$ cat config.mk
export PLATFORM = sky130hd
export DESIGN_NAME = threshold_alarm_controller_core
export DESIGN_NICKNAME = d
export VERILOG_FILES = /design/src/rtl/tac_pkg.sv /design/src/rtl/tac_in_stage.sv /design/src/rtl/tac_update.sv /design/src/rtl/threshold_alarm_controller_core.sv
export SDC_FILE = /design/constraint.sdc
export NUM_CORES = 1
export LEC_CHECK = 0
export ABC_AREA = 1
export BUFFER_PORTS_ARGS = -buffer_cell sky130_fd_sc_hd__buf_2
export CAP_MARGIN = 20
export CORE_ASPECT_RATIO = 1.4
export CORE_MARGIN = 2
export CORE_UTILIZATION = 50
export DETAILED_ROUTE_END_ITERATION = 16
export PLACE_DENSITY = 0.74
export SETUP_SLACK_MARGIN = 0.1
export SLEW_MARGIN = 20
export SYNTH_ARGS = -nofsm -noshare
export SYNTH_HDL_FRONTEND = slang
export SYNTH_SLANG_ARGS = --single-unit
$ cat constraint.sdc
create_clock -name clk_i -period 5.43 [get_ports clk_i]
set_clock_uncertainty 0.05 [all_clocks]
set_input_delay 1.629 -clock clk_i [delete_from_list [all_inputs] [get_ports clk_i]]
set_output_delay 1.629 -clock clk_i [all_outputs]
set_load 0.005 [all_outputs]
$ cat src/rtl/tac_pkg.sv
// ----------------------------------------------------------------------------
// tac_pkg
// Shared types, codes and build-time constants of the threshold alarm
// controller.
// ----------------------------------------------------------------------------
package tac_pkg;

  // adc resolution of the air, light and soil channels
  localparam int ADC_BITS = 12;
  localparam int TEMP_W   = 8;
  localparam int HUMI_W   = 7;
  localparam int DELTA_W  = 8;

  // delta times ten spans -1280..1270
  localparam int STEP_W    = 12;
  // adc threshold plus scaled step, signed
  localparam int ADC_SUM_W = ((ADC_BITS + 1 > STEP_W) ? ADC_BITS + 1 : STEP_W) + 1;
  // temperature or humidity threshold plus delta, signed
  localparam int NARROW_SUM_W = TEMP_W + 1;

  localparam int CFG_IDX_W  = 3;
  localparam int CFG_DATA_W = (ADC_BITS > TEMP_W) ? ADC_BITS : TEMP_W;

  typedef enum logic [1:0] {
    CMD_SENSOR    = 2'd0,
    CMD_NEXT_PAGE = 2'd1,
    CMD_NEXT_ITEM = 2'd2,
    CMD_ADJUST    = 2'd3
  } cmd_e;

  typedef enum logic [3:0] {
    PAGE_VALUES     = 4'd0,
    PAGE_THRESHOLDS = 4'd1,
    PAGE_TEMP_LO    = 4'd2,
    PAGE_TEMP_HI    = 4'd3,
    PAGE_HUMI_LO    = 4'd4,
    PAGE_HUMI_HI    = 4'd5,
    PAGE_AIR_MAX    = 4'd6,
    PAGE_LIGHT_LO   = 4'd7,
    PAGE_SOIL_LO    = 4'd8
  } page_e;

  typedef enum logic [CFG_IDX_W-1:0] {
    REG_TEMP_FLOOR   = 3'd0,
    REG_TEMP_CEILING = 3'd1,
    REG_HUMI_FLOOR   = 3'd2,
    REG_HUMI_CEILING = 3'd3,
    REG_ADC_FLOOR    = 3'd4,
    REG_ADC_CEILING  = 3'd5
  } cfg_reg_e;

  // register reset values
  localparam logic [TEMP_W-1:0]   RST_TEMP_FLOOR   = TEMP_W'(-40);
  localparam logic [TEMP_W-1:0]   RST_TEMP_CEILING = TEMP_W'(125);
  localparam logic [HUMI_W-1:0]   RST_HUMI_FLOOR   = HUMI_W'(0);
  localparam logic [HUMI_W-1:0]   RST_HUMI_CEILING = HUMI_W'(100);
  localparam logic [ADC_BITS-1:0] RST_ADC_FLOOR    = ADC_BITS'(0);
  localparam logic [ADC_BITS-1:0] RST_ADC_CEILING  = ADC_BITS'(4095);

  // threshold defaults
  localparam logic [TEMP_W-1:0]   DEF_TEMP_LO   = TEMP_W'(10);
  localparam logic [TEMP_W-1:0]   DEF_TEMP_HI   = TEMP_W'(35);
  localparam logic [HUMI_W-1:0]   DEF_HUMI_LO   = HUMI_W'(30);
  localparam logic [HUMI_W-1:0]   DEF_HUMI_HI   = HUMI_W'(80);
  localparam logic [ADC_BITS-1:0] DEF_AIR_MAX   = ADC_BITS'(2000);
  localparam logic [ADC_BITS-1:0] DEF_LIGHT_LO  = ADC_BITS'(1000);
  localparam logic [ADC_BITS-1:0] DEF_SOIL_LO   = ADC_BITS'(1500);

  // readings before the first sensor word
  localparam logic [TEMP_W-1:0]   RST_TEMP_READING  = TEMP_W'(25);
  localparam logic [HUMI_W-1:0]   RST_HUMI_READING  = HUMI_W'(55);
  localparam logic [ADC_BITS-1:0] RST_AIR_READING   = ADC_BITS'(300);
  localparam logic [ADC_BITS-1:0] RST_LIGHT_READING = ADC_BITS'(500);
  localparam logic [ADC_BITS-1:0] RST_SOIL_READING  = ADC_BITS'(500);

  typedef struct packed {
    cmd_e                command;
    logic [DELTA_W-1:0]  adjust_delta;
    logic [TEMP_W-1:0]   temperature;
    logic [HUMI_W-1:0]   humidity;
    logic [ADC_BITS-1:0] air_level;
    logic [ADC_BITS-1:0] light_level;
    logic [ADC_BITS-1:0] soil_moisture;
  } item_t;

  typedef struct packed {
    logic buzzer_on;
    logic lamp_relay;
    logic fan_relay;
    logic pump_relay;
    logic humi_low_led;
    logic humi_high_led;
    logic temp_low_led;
    logic temp_high_led;
  } flags_t;

  typedef struct packed {
    flags_t flags;
    page_e  page;
    logic   setting_mode;
  } result_t;

endpackage

$ cat src/rtl/tac_in_stage.sv
// ----------------------------------------------------------------------------
// tac_in_stage
// Input register: holds one accepted word until the update stage takes it.
// ----------------------------------------------------------------------------
module tac_in_stage (
  input  logic           clk_i,
  input  logic           rst_ni,
  input  logic           in_valid_i,
  output logic           in_ready_o,
  input  tac_pkg::item_t item_i,
  input  logic           advance_i,
  output logic           item_valid_o,
  output tac_pkg::item_t item_o
);

  logic           valid_q, valid_d;
  tac_pkg::item_t item_q;
  logic           in_fire;

  // room when empty or when the held word moves on this cycle
  assign in_ready_o = !valid_q || advance_i;
  assign in_fire    = in_valid_i && in_ready_o;

  always_comb begin
    valid_d = valid_q;
    if (in_fire) begin
      valid_d = 1'b1;
    end else if (advance_i) begin
      valid_d = 1'b0;
    end
  end

  always_ff @(posedge clk_i or negedge rst_ni) begin
    if (!rst_ni) begin
      valid_q <= 1'b0;
    end else begin
      valid_q <= valid_d;
    end
  end

  always_ff @(posedge clk_i) begin
    if (in_fire) begin
      item_q <= item_i;
    end
  end

  assign item_valid_o = valid_q;
  assign item_o       = item_q;

endmodule

$ cat src/rtl/tac_update.sv
// ----------------------------------------------------------------------------
// tac_update
// Controller state, limit registers and the one-pass update: readings, page
// step, threshold adjust with clamp, and the alarm flags of the new state.
// ----------------------------------------------------------------------------
module tac_update (
  input  logic                             clk_i,
  input  logic                             rst_ni,
  input  logic                             cfg_valid_i,
  output logic                             cfg_ready_o,
  input  logic [tac_pkg::CFG_IDX_W-1:0]    cfg_index_i,
  input  logic [tac_pkg::CFG_DATA_W-1:0]   cfg_data_i,
  input  logic                             item_valid_i,
  input  logic                             advance_i,
  input  tac_pkg::item_t                   item_i,
  output tac_pkg::result_t                 result_o
);

  localparam int TW = tac_pkg::TEMP_W;
  localparam int HW = tac_pkg::HUMI_W;
  localparam int AW = tac_pkg::ADC_BITS;
  localparam int NW = tac_pkg::NARROW_SUM_W;
  localparam int SW = tac_pkg::ADC_SUM_W;

  function automatic logic signed [NW-1:0] clamp_narrow(
    input logic signed [NW-1:0] v,
    input logic signed [NW-1:0] lo,
    input logic signed [NW-1:0] hi
  );
    logic signed [NW-1:0] r;
    if (v < lo) begin
      r = lo;
    end else if (v > hi) begin
      r = hi;
    end else begin
      r = v;
    end
    return r;
  endfunction

  function automatic logic signed [SW-1:0] clamp_adc(
    input logic signed [SW-1:0] v,
    input logic signed [SW-1:0] lo,
    input logic signed [SW-1:0] hi
  );
    logic signed [SW-1:0] r;
    if (v < lo) begin
      r = lo;
    end else if (v > hi) begin
      r = hi;
    end else begin
      r = v;
    end
    return r;
  endfunction

  // limit registers
  logic [TW-1:0] temp_floor_q, temp_ceiling_q;
  logic [HW-1:0] humi_floor_q, humi_ceiling_q;
  logic [AW-1:0] adc_floor_q, adc_ceiling_q;

  // controller state
  tac_pkg::page_e page_q, page_d;
  logic [TW-1:0]  temp_lo_q, temp_lo_d, temp_hi_q, temp_hi_d;
  logic [HW-1:0]  humi_lo_q, humi_lo_d, humi_hi_q, humi_hi_d;
  logic [AW-1:0]  air_max_q, air_max_d, light_lo_q, light_lo_d;
  logic [AW-1:0]  soil_lo_q, soil_lo_d;
  logic [TW-1:0]  temp_rd_q, temp_rd_d;
  logic [HW-1:0]  humi_rd_q, humi_rd_d;
  logic [AW-1:0]  air_rd_q, air_rd_d, light_rd_q, light_rd_d, soil_rd_q, soil_rd_d;

  logic                           fire;
  logic signed [NW-1:0]           delta_n;
  logic signed [tac_pkg::STEP_W-1:0] delta_w, step10;
  logic signed [NW-1:0]           temp_lo_new, temp_hi_new, humi_lo_new, humi_hi_new;
  logic signed [SW-1:0]           air_new, light_new, soil_new;
  logic signed [SW-1:0]           adc_lo, adc_hi;
  tac_pkg::flags_t                flags;

  assign cfg_ready_o = 1'b1;
  assign fire        = item_valid_i && advance_i;

  always_ff @(posedge clk_i or negedge rst_ni) begin
    if (!rst_ni) begin
      temp_floor_q   <= tac_pkg::RST_TEMP_FLOOR;
      temp_ceiling_q <= tac_pkg::RST_TEMP_CEILING;
      humi_floor_q   <= tac_pkg::RST_HUMI_FLOOR;
      humi_ceiling_q <= tac_pkg::RST_HUMI_CEILING;
      adc_floor_q    <= tac_pkg::RST_ADC_FLOOR;
      adc_ceiling_q  <= tac_pkg::RST_ADC_CEILING;
    end else if (cfg_valid_i) begin
      case (tac_pkg::cfg_reg_e'(cfg_index_i))
        tac_pkg::REG_TEMP_FLOOR:   temp_floor_q   <= cfg_data_i[TW-1:0];
        tac_pkg::REG_TEMP_CEILING: temp_ceiling_q <= cfg_data_i[TW-1:0];
        tac_pkg::REG_HUMI_FLOOR:   humi_floor_q   <= cfg_data_i[HW-1:0];
        tac_pkg::REG_HUMI_CEILING: humi_ceiling_q <= cfg_data_i[HW-1:0];
        tac_pkg::REG_ADC_FLOOR:    adc_floor_q    <= cfg_data_i[AW-1:0];
        tac_pkg::REG_ADC_CEILING:  adc_ceiling_q  <= cfg_data_i[AW-1:0];
        default: ;
      endcase
    end
  end

  // step arithmetic
  assign delta_n = NW'($signed(item_i.adjust_delta));
  assign delta_w = tac_pkg::STEP_W'($signed(item_i.adjust_delta));
  // times ten as x8 + x2
  assign step10  = (delta_w <<< 3) + (delta_w <<< 1);

  assign adc_lo = $signed({{(SW-AW){1'b0}}, adc_floor_q});
  assign adc_hi = $signed({{(SW-AW){1'b0}}, adc_ceiling_q});

  assign temp_lo_new = clamp_narrow(NW'($signed(temp_lo_q)) + delta_n,
                                    NW'($signed(temp_floor_q)),
                                    NW'($signed(temp_hi_q)));
  assign temp_hi_new = clamp_narrow(NW'($signed(temp_hi_q)) + delta_n,
                                    NW'($signed(temp_lo_q)),
                                    NW'($signed(temp_ceiling_q)));
  assign humi_lo_new = clamp_narrow($signed({{(NW-HW){1'b0}}, humi_lo_q}) + delta_n,
                                    $signed({{(NW-HW){1'b0}}, humi_floor_q}),
                                    $signed({{(NW-HW){1'b0}}, humi_hi_q}));
  assign humi_hi_new = clamp_narrow($signed({{(NW-HW){1'b0}}, humi_hi_q}) + delta_n,
                                    $signed({{(NW-HW){1'b0}}, humi_lo_q}),
                                    $signed({{(NW-HW){1'b0}}, humi_ceiling_q}));
  assign air_new   = clamp_adc($signed({{(SW-AW){1'b0}}, air_max_q}) + SW'(step10),
                               adc_lo, adc_hi);
  assign light_new = clamp_adc($signed({{(SW-AW){1'b0}}, light_lo_q}) + SW'(step10),
                               adc_lo, adc_hi);
  assign soil_new  = clamp_adc($signed({{(SW-AW){1'b0}}, soil_lo_q}) + SW'(step10),
                               adc_lo, adc_hi);

  always_comb begin
    page_d     = page_q;
    temp_lo_d  = temp_lo_q;
    temp_hi_d  = temp_hi_q;
    humi_lo_d  = humi_lo_q;
    humi_hi_d  = humi_hi_q;
    air_max_d  = air_max_q;
    light_lo_d = light_lo_q;
    soil_lo_d  = soil_lo_q;
    temp_rd_d  = temp_rd_q;
    humi_rd_d  = humi_rd_q;
    air_rd_d   = air_rd_q;
    light_rd_d = light_rd_q;
    soil_rd_d  = soil_rd_q;
    case (item_i.command)
      tac_pkg::CMD_SENSOR: begin
        temp_rd_d  = item_i.temperature;
        humi_rd_d  = item_i.humidity;
        air_rd_d   = item_i.air_level;
        light_rd_d = item_i.light_level;
        soil_rd_d  = item_i.soil_moisture;
      end
      tac_pkg::CMD_NEXT_PAGE: begin
        page_d = (page_q == tac_pkg::PAGE_VALUES) ? tac_pkg::PAGE_THRESHOLDS
                                                  : tac_pkg::PAGE_VALUES;
      end
      tac_pkg::CMD_NEXT_ITEM: begin
        // wraps from the last setting page back to the first; a display page also goes to the first
        if (page_q < tac_pkg::PAGE_TEMP_LO || page_q >= tac_pkg::PAGE_SOIL_LO) begin
          page_d = tac_pkg::PAGE_TEMP_LO;
        end else begin
          page_d = tac_pkg::page_e'(page_q + 4'd1);
        end
      end
      tac_pkg::CMD_ADJUST: begin
        case (page_q)
          tac_pkg::PAGE_TEMP_LO:  temp_lo_d  = temp_lo_new[TW-1:0];
          tac_pkg::PAGE_TEMP_HI:  temp_hi_d  = temp_hi_new[TW-1:0];
          tac_pkg::PAGE_HUMI_LO:  humi_lo_d  = humi_lo_new[HW-1:0];
          tac_pkg::PAGE_HUMI_HI:  humi_hi_d  = humi_hi_new[HW-1:0];
          tac_pkg::PAGE_AIR_MAX:  air_max_d  = air_new[AW-1:0];
          tac_pkg::PAGE_LIGHT_LO: light_lo_d = light_new[AW-1:0];
          tac_pkg::PAGE_SOIL_LO:  soil_lo_d  = soil_new[AW-1:0];
          default: ;
        endcase
      end
      default: ;
    endcase
  end

  always_ff @(posedge clk_i or negedge rst_ni) begin
    if (!rst_ni) begin
      page_q     <= tac_pkg::PAGE_VALUES;
      temp_lo_q  <= tac_pkg::DEF_TEMP_LO;
      temp_hi_q  <= tac_pkg::DEF_TEMP_HI;
      humi_lo_q  <= tac_pkg::DEF_HUMI_LO;
      humi_hi_q  <= tac_pkg::DEF_HUMI_HI;
      air_max_q  <= tac_pkg::DEF_AIR_MAX;
      light_lo_q <= tac_pkg::DEF_LIGHT_LO;
      soil_lo_q  <= tac_pkg::DEF_SOIL_LO;
      temp_rd_q  <= tac_pkg::RST_TEMP_READING;
      humi_rd_q  <= tac_pkg::RST_HUMI_READING;
      air_rd_q   <= tac_pkg::RST_AIR_READING;
      light_rd_q <= tac_pkg::RST_LIGHT_READING;
      soil_rd_q  <= tac_pkg::RST_SOIL_READING;
    end else if (fire) begin
      page_q     <= page_d;
      temp_lo_q  <= temp_lo_d;
      temp_hi_q  <= temp_hi_d;
      humi_lo_q  <= humi_lo_d;
      humi_hi_q  <= humi_hi_d;
      air_max_q  <= air_max_d;
      light_lo_q <= light_lo_d;
      soil_lo_q  <= soil_lo_d;
      temp_rd_q  <= temp_rd_d;
      humi_rd_q  <= humi_rd_d;
      air_rd_q   <= air_rd_d;
      light_rd_q <= light_rd_d;
      soil_rd_q  <= soil_rd_d;
    end
  end

  // alarms of the state after this word
  always_comb begin
    flags.temp_high_led = $signed(temp_rd_d) > $signed(temp_hi_d);
    flags.temp_low_led  = $signed(temp_rd_d) < $signed(temp_lo_d);
    flags.humi_high_led = humi_rd_d > humi_hi_d;
    flags.humi_low_led  = humi_rd_d < humi_lo_d;
    flags.pump_relay    = soil_rd_d < soil_lo_d;
    flags.fan_relay     = air_rd_d > air_max_d;
    flags.lamp_relay    = light_rd_d < light_lo_d;
    flags.buzzer_on     = flags.fan_relay;
  end

  assign result_o.flags        = flags;
  assign result_o.page         = page_d;
  assign result_o.setting_mode = page_d >= tac_pkg::PAGE_TEMP_LO;

endmodule

$ cat src/rtl/threshold_alarm_controller_core.sv
// ----------------------------------------------------------------------------
// threshold_alarm_controller_core
// Greenhouse alarm controller: sensor readings, thresholds, ui page and
// alarm/relay outputs, one result word per command word.
//
//   channel  direction  handshake                 payload
//   in       input      in_valid_i / in_ready_o   command .. soil_moisture
//   out      output     out_valid_o / out_ready_i temp_high_led .. setting_mode
//   cfg      input      cfg_valid_i / cfg_ready_o cfg_index_i, cfg_data_i
//
// One word per cycle sustained while the output is not stalled; a result
// passes the input register, then update logic into the output register.
// State is written when a word leaves the input register, so the next word
// already sees it. A stalled output holds its word while the input register
// still takes one more. Reset restores limits, defaults and the values page.
// ----------------------------------------------------------------------------
module threshold_alarm_controller_core (
  input  logic                             clk_i,
  input  logic                             rst_ni,
  input  logic                             in_valid_i,
  output logic                             in_ready_o,
  input  logic [1:0]                       command_i,
  input  logic signed [tac_pkg::DELTA_W-1:0] adjust_delta_i,
  input  logic signed [tac_pkg::TEMP_W-1:0]  temperature_i,
  input  logic [tac_pkg::HUMI_W-1:0]       humidity_i,
  input  logic [tac_pkg::ADC_BITS-1:0]     air_level_i,
  input  logic [tac_pkg::ADC_BITS-1:0]     light_level_i,
  input  logic [tac_pkg::ADC_BITS-1:0]     soil_moisture_i,
  output logic                             out_valid_o,
  input  logic                             out_ready_i,
  output logic                             temp_high_led_o,
  output logic                             temp_low_led_o,
  output logic                             humi_high_led_o,
  output logic                             humi_low_led_o,
  output logic                             pump_relay_o,
  output logic                             fan_relay_o,
  output logic                             lamp_relay_o,
  output logic                             buzzer_on_o,
  output logic [3:0]                       ui_page_o,
  output logic                             setting_mode_o,
  input  logic                             cfg_valid_i,
  output logic                             cfg_ready_o,
  input  logic [tac_pkg::CFG_IDX_W-1:0]    cfg_index_i,
  input  logic [tac_pkg::CFG_DATA_W-1:0]   cfg_data_i
);

  tac_pkg::item_t   in_item;
  tac_pkg::item_t   s1_item;
  logic             s1_valid;
  logic             advance;
  tac_pkg::result_t result;
  tac_pkg::result_t result_q;
  logic             out_valid_q;

  assign in_item.command       = tac_pkg::cmd_e'(command_i);
  assign in_item.adjust_delta  = adjust_delta_i;
  assign in_item.temperature   = temperature_i;
  assign in_item.humidity      = humidity_i;
  assign in_item.air_level     = air_level_i;
  assign in_item.light_level   = light_level_i;
  assign in_item.soil_moisture = soil_moisture_i;

  // output register free or draining this cycle
  assign advance = !out_valid_q || out_ready_i;

  tac_in_stage u_in_stage (
    .clk_i        (clk_i),
    .rst_ni       (rst_ni),
    .in_valid_i   (in_valid_i),
    .in_ready_o   (in_ready_o),
    .item_i       (in_item),
    .advance_i    (advance),
    .item_valid_o (s1_valid),
    .item_o       (s1_item)
  );

  tac_update u_update (
    .clk_i        (clk_i),
    .rst_ni       (rst_ni),
    .cfg_valid_i  (cfg_valid_i),
    .cfg_ready_o  (cfg_ready_o),
    .cfg_index_i  (cfg_index_i),
    .cfg_data_i   (cfg_data_i),
    .item_valid_i (s1_valid),
    .advance_i    (advance),
    .item_i       (s1_item),
    .result_o     (result)
  );

  always_ff @(posedge clk_i or negedge rst_ni) begin
    if (!rst_ni) begin
      out_valid_q <= 1'b0;
    end else if (advance) begin
      out_valid_q <= s1_valid;
    end
  end

  always_ff @(posedge clk_i) begin
    if (advance && s1_valid) begin
      result_q <= result;
    end
  end

  assign out_valid_o     = out_valid_q;
  assign temp_high_led_o = result_q.flags.temp_high_led;
  assign temp_low_led_o  = result_q.flags.temp_low_led;
  assign humi_high_led_o = result_q.flags.humi_high_led;
  assign humi_low_led_o  = result_q.flags.humi_low_led;
  assign pump_relay_o    = result_q.flags.pump_relay;
  assign fan_relay_o     = result_q.flags.fan_relay;
  assign lamp_relay_o    = result_q.flags.lamp_relay;
  assign buzzer_on_o     = result_q.flags.buzzer_on;
  assign ui_page_o       = result_q.page;
  assign setting_mode_o  = result_q.setting_mode;

`ifndef SYNTH
  // setting flag follows the page and the page stays in range
  assert property (@(posedge clk_i) disable iff (!rst_ni)
    out_valid_o |-> (ui_page_o <= tac_pkg::PAGE_SOIL_LO) &&
                    (setting_mode_o == (ui_page_o >= tac_pkg::PAGE_TEMP_LO)))
    else $error("ui page or setting flag out of step");

  assert property (@(posedge clk_i) disable iff (!rst_ni)
    out_valid_o |-> (buzzer_on_o == fan_relay_o))
    else $error("buzzer differs from fan relay");

  // a taken word sits in the input register on the next cycle
  assert property (@(posedge clk_i) disable iff (!rst_ni)
    (in_valid_i && in_ready_o) |=> s1_valid)
    else $error("accepted word lost");

  // a stalled output register keeps its word and no result is dropped
  assert property (@(posedge clk_i) disable iff (!rst_ni)
    (out_valid_q && !out_ready_i && s1_valid) |=> (out_valid_q && s1_valid))
    else $error("word dropped under stall");
`endif

endmodule

# ---- Yosys cells after proc, flatten, opt, wreduce, memory -nomap -nowiden
# Index checks and enable logic that the tools add are counted.
dict set report totals {
  inputBits 81
  regBits 250
  output_inout_bits 16
  word_cells 140
}
dict set report classes {
  reduce_logical 17
  magnitude_cmp 24
  n_eq_ne 15
  mux 38
  n_addsub 9
}
# operator count
set op_table {}
lappend op_table {{12-bit two-way mux} 15}
lappend op_table {{8-bit two-way mux} 9}
lappend op_table {{7-bit two-way mux} 9}
lappend op_table {{13-bit by 12-bit adder with 14-bit output} 3}
lappend op_table {{14-bit by 13-bit > comparator with 1-bit output} 3}
lappend op_table {{14-bit by 13-bit < comparator with 1-bit output} 3}
lappend op_table {{8-bit by 8-bit adder with 9-bit output} 4}
lappend op_table {{9-bit by 8-bit > comparator with 1-bit output} 4}
lappend op_table {{9-bit by 8-bit < comparator with 1-bit output} 4}
lappend op_table {{12-bit < comparator} 2}
lappend op_table {{4-bit by 3-bit equality test with 1-bit output, second input constant} 4}
lappend op_table {{11-bit by 9-bit adder with 12-bit output} 1}
lappend op_table {{12-bit > comparator} 1}
lappend op_table {{2-bit AND reduction} 6}
lappend op_table {{4-bit by 2-bit equality test with 1-bit output, second input constant} 2}
lappend op_table {{8-bit > comparator} 1}
lappend op_table {{8-bit < comparator} 1}
lappend op_table {{4-bit one-hot mux with 2 select lines} 1}
lappend op_table {{7-bit > comparator} 1}
lappend op_table {{7-bit < comparator} 1}
lappend op_table {{3-bit by 2-bit equality test with 1-bit output, second input constant} 2}
lappend op_table {{3-bit equality test, second input constant} 2}
lappend op_table {{4-bit by 1-bit adder with 4-bit output, second input constant} 1}
lappend op_table {{2-bit equality test, second input constant} 2}
lappend op_table {{other kinds (15)} 21}

# ---- Longest topological paths before layout
dict set report depth {
  word_depth 8
  mapped_depth 35
  depth_no_buf 35
}

# ---- Cells and area by module
# Synthesis repeated with hierarchy kept, for this count alone.
dict set report unflattened {
  cells_unflattened 2469
  hier_area_um2 19477.4
}
# mod n_inst seq_area_each_um2 cells_each area_each_um2
set modules_own_cells {}
lappend modules_own_cells {tac_update 1 4478.0 2383 17165.2}
lappend modules_own_cells {tac_in_stage 1 1856.8 67 1876.8}
lappend modules_own_cells {threshold_alarm_controller_core 1 415.4 19 435.4}

# ---- Worst setup path before layout
# No wires, ideal clock.
dict set report synth_timing {
  kind {register to register}
  from {reg u_in_stage.item_q (netlist bit u_in_stage.item_o[52])}
  to {reg result_q (netlist bit lamp_relay_o), data pin}
  required_ns 5.234
  n_path_buf 1
  setup_slack_ns 0.251
  stages_incl_launch_ff 35
  t_arrival_ns 4.983
  setup_time_ns 0.146
  period_less_slack_ns 5.179
  cell_sequence {edfxtp_1 > ha_1 > nand3_1 > nand2_1 > a21oi_1 > o21ai_0 > xnor2_1 > inv_1 > ha_1 > nand2_1 > inv_1 > a21oi_1 > nand2_1 > a31oi_1 > xor2_1 > ha_1 > nand2_1 > inv_1 > nand3_1 > nor2_1 > nand2_1 > nand3_1 > nand2_1 > nand3_1 > nand2_1 > buf_2 > a21oi_1 > o21ai_0 > a22oi_1 > ha_1 > a21oi_1 > nor2_1 > a211oi_1 > o221ai_1 > a21oi_1}
}
# item line
set synth_lines {}
lappend synth_lines {{start: declaration} tac_in_stage.sv:17} ;# tac_pkg::item_t item_q;
lappend synth_lines {{start signal: assignment} tac_in_stage.sv:43} ;# item_q <= item_i;
lappend synth_lines {{end signal: assignment} threshold_alarm_controller_core.sv:100} ;# result_q <= result;
lappend synth_lines {{end: declaration} threshold_alarm_controller_core.sv:52} ;# tac_pkg::result_t result_q;

==> impl_results.md <==
- 1st-iter DRT viols: 1,211
- Htree depth: 1
- Crit Path Max Fanout: 8
- Site Rows: 84
- Fin crit share: 0.955
- Buffers added on ports: 95
- Final hold vios: 0
- RSZ-0062 raised after global routing: yes
- GRT Total Usage: 0.301
- Routability cong.: between 0.9 and 1
- Startpoint Class: register
- Post-synthesis async set-or-reset flop share: 0.708
- Status: finished clean
- Synth area leaders: ha_1 18%, dfrtp_1 13%, nand2_1 12%
- WS Path Type: reg -> reg
- Sequential cell area fraction in the yosys report: 0.354
- Crit path DAT: about 5500 ps
- Clk slew on worst S/H paths: around 70 ps
- Post-synthesis instance area: 19,000 sq um
- Fill cells: 3,314
- Largest net degree at the start of global routing: 115
- Sequential standard cell area: approximately 6700 sq um
- Slew at the pin closest to its max-slew limit: about 1100 ps
- Via count: 17,600
- Final Max Slew Viols: 0
- Leakage: roughly 0.010 uW
- Synthesis-to-layout area growth: 18.5%
- Io pins: 97
- CTS tree: done
- Ratio of cells with drive above 1 in the final layout: 0.195
- Clock Latency Late Sink: 620 ps
- CTS max path bufs: 3
- CTS Root Cell: clkbuf_16
- HP Class: reg -> reg
- Unique cell type count in the Yosys netlist: between 50 and 60
- Final Instance Area: between 20,000 and 25,000 sq um
- DRT Pass-1 Iters: 7
- Area fraction of the dominant cell type after synthesis: 0.180
- Final WL: 60,800 um
- Max Cap Viol: 0
- # hold bufs at CTS: 0
- CTS Buf Count: 28
- First-pass GRT wire length: 91,500 um
- Peak VDD IR: between 300 and 400 uV
- CTS sink cnt: 250
- DP Wirelength: 46,100 um
- Power density over the cells: between 500 and 600 nW/um^2
- Setup-failing EPs final: 0
- Hold slack: between 400 and 500 ps
- Die Span Y: around 230 um
- Starting Density: 0.505
- Worst slew margin: 0.295
- Post-Syn Area per Cell: around 8 sq um
- Post-Synthesis Cells: between 2,000 and 2,500
- Worst path required time: about 5800 ps
- Finished Core Util: 0.599
- Total die area: a little under 40,000 sq um
- Vias in the first global route: about 17,000
- Main flop type after synthesis: dfrtp_1
- CP Capture Type: register
- Grt total ovfl: 0
- Std-Cell Core Area: 37,500 sq um
- Initial antenna violation count: 0
- Number of vias per cell: approximately 5.7
- WL per Instance: around 20 um
- Yosys reg bits: 250
- Post-layout min period: 5180 ps
- Post-DRT Antenna Nets: 0
- Area after DPL: approximately 20,000 sq um
- Post-synth top area cell: ha_1
- Synth Warn #: 0
- Fmax: a little under 200 MHz
- ANT cells: 0
- Horiz. Die Dim: ~170 um
- Multi-input gate area: 11,600 sq um
- Nets: about 3,000
- Worst R2R Setup Slack: 250 ps
- Post-synth EDFFs: 73
- Number of remaining DRC errors: 0
- Syn_nets: between 2,000 and 3,000
[critical path, stage by stage, from the launching register on]
cell       delay [ps]
edfxtp_1          420
ha_2              230
fa_2              690
ha_4              250
a21oi_1           190
nand2_2           160
nand3_1           110
nand2_1           100
xor2_2            180
ha_1              320
a21oi_2           210
nor2_1             70
a211oi_2          270
o2111ai_4         220
nand2_4           170
nand2_1            80
nand2_1            60
o21ai_1            80
nand2_2           120
inv_1              60
ha_1              290
nand4_1           130
or2_4             130
a21oi_1            30
o32a_1            280
[per-stage QoR]
stage / instances / power, uW / setup slack (ps) / setup TNS [ps]
6_report: 3066 / 12500 / 246 / 0
5_1_grt: 3066 / 13600 / -11.1 / -11.1
4_1_cts: 3026 / 11600 / 74.4 / 0
3_5_place_dp: 2973 / 9530 / -124 / -124
3_3_place_gp: 2973 / 9280 / 23.6 / 0
2_1_floorplan: 2404 / 7510 / 251 / 0
[placed cells by master, fill, tap and decap left out, types with 11 or more instances in the layout]
cell / instances
nand2_1: 577
inv_1: 294
o21ai_0: 249
ha_1: 246
a21oi_1: 171
buf_4: 101
dfrtp_1: 98
buf_2: 94
dfstp_2: 79
edfxtp_1: 73
nor2_1: 72
o21ai_1: 64
nand3_1: 59
xor2_1: 32
clkbuf_16: 28
a21oi_2: 26
nand4_1: 26
ha_4: 22
a22oi_1: 18
nand2_2: 17
o21ai_2: 16
o211ai_1: 16
inv_2: 15
xnor2_1: 12
nor3_1: 11
buf_6: 11
[cell usage after synthesis, drive strengths merged (2+ instances only)]
cell,count
a211oi,8
o22ai,12
nor3,12
a21oi,198
xor2,39
clkbuf,57
a21boi,4
mux2i,5
nor4,3
o21bai,8
dfstp,79
xnor2,16
a22oi,22
a21o,4
and2,3
a31oi,6
dfrtp,98
o21ai,329
o211ai,16
fa,8
inv,310
o21a,2
nor2,82
nand4,26
nand3b,2
edfxtp,73
nand3,64
nand2,599
ha,273
clkinv,3
o221ai,11
buf,16
or2,4
[kinds of logic after synthesis]
group | synth area share
other | 0.000198
buffers and inverters | 0.0784
AO/OA/AOI/OAI | 0.181
adder cells (fa/ha/maj) | 0.189
multiplexers | 0.00264
XOR/XNOR | 0.0258
AND/OR/NAND/NOR | 0.169
flip-flops | 0.354
[repair_timing]
action	in CTS	in global routing
cloned	0	1
gates resized for setup	11	173
buffers inserted	1	39
pin swaps	2	65
hold endpoints to repair	0	0
setup endpoints to repair	4	5
[registers in the layout, indices dropped and copies added, names as in the netlist, 7 cells and up]
register and count:
u_update.air_max_q 12, u_update.humi_rd_q 7, u_update.temp_hi_q 8, u_update.humi_hi_q 7
u_update.temp_floor_q 8, u_update.humi_ceiling_q 7, u_update.humi_lo_q 7, u_update.soil_lo_q 12
u_update.temp_lo_q 8, u_update.light_lo_q 12, u_update.humi_floor_q 7, u_update.temp_rd_q 8
u_update.temp_ceiling_q 8, u_update.adc_floor_q 12, u_update.soil_rd_q 12, u_in_stage.item_o 61
u_update.adc_ceiling_q 12, u_update.air_rd_q 12, u_update.light_rd_q 12
[worst paths after layout]
check / from / to / depth (start not counted)
hold / removal: u_update.temp_floor_q[5]$_DFFE_PN0P_ / u_update.temp_floor_q[5]$_DFFE_PN0P_ / 2
min in group asynchronous: rst_ni / u_update.soil_lo_q[11]$_DFFE_PN0P_ / 1
hold reg to reg: u_update.temp_floor_q[5]$_DFFE_PN0P_ / u_update.temp_floor_q[5]$_DFFE_PN0P_ / 2
setup reg to reg: u_in_stage.item_o[51]$_DFFE_PP_ / fan_relay_o$_DFFE_PP_ / 24
setup / recovery: u_in_stage.item_o[51]$_DFFE_PP_ / fan_relay_o$_DFFE_PP_ / 24
max in group asynchronous: rst_ni / u_update.temp_floor_q[7]$_DFFE_PN1P_ / 2
[cell type report]
cell class / instances / share of cell area
clock buffers: 31 / 0.0326
clock inverters: 21 / 0.0106
inverters: 313 / 0.0527
multi-input cells: 1769 / 0.516
flip-flops and latches: 250 / 0.299
well taps: 473 / 0.0263
repair buffers: 209 / 0.0623
[layer usage]
layer,track usage,part of all wire
met1,0.313,0.36
met2,0.554,0.50
met3,0.0383,0.047
met4,0.229,0.092
met5,0,0
[power breakdown]
group	total, uW	internal, uW	switching (uW)
Clock	1990	1130	862
Sequential	2960	2560	407
Combinational	7550	3020	4530
(Power assumes the default switching activity.)
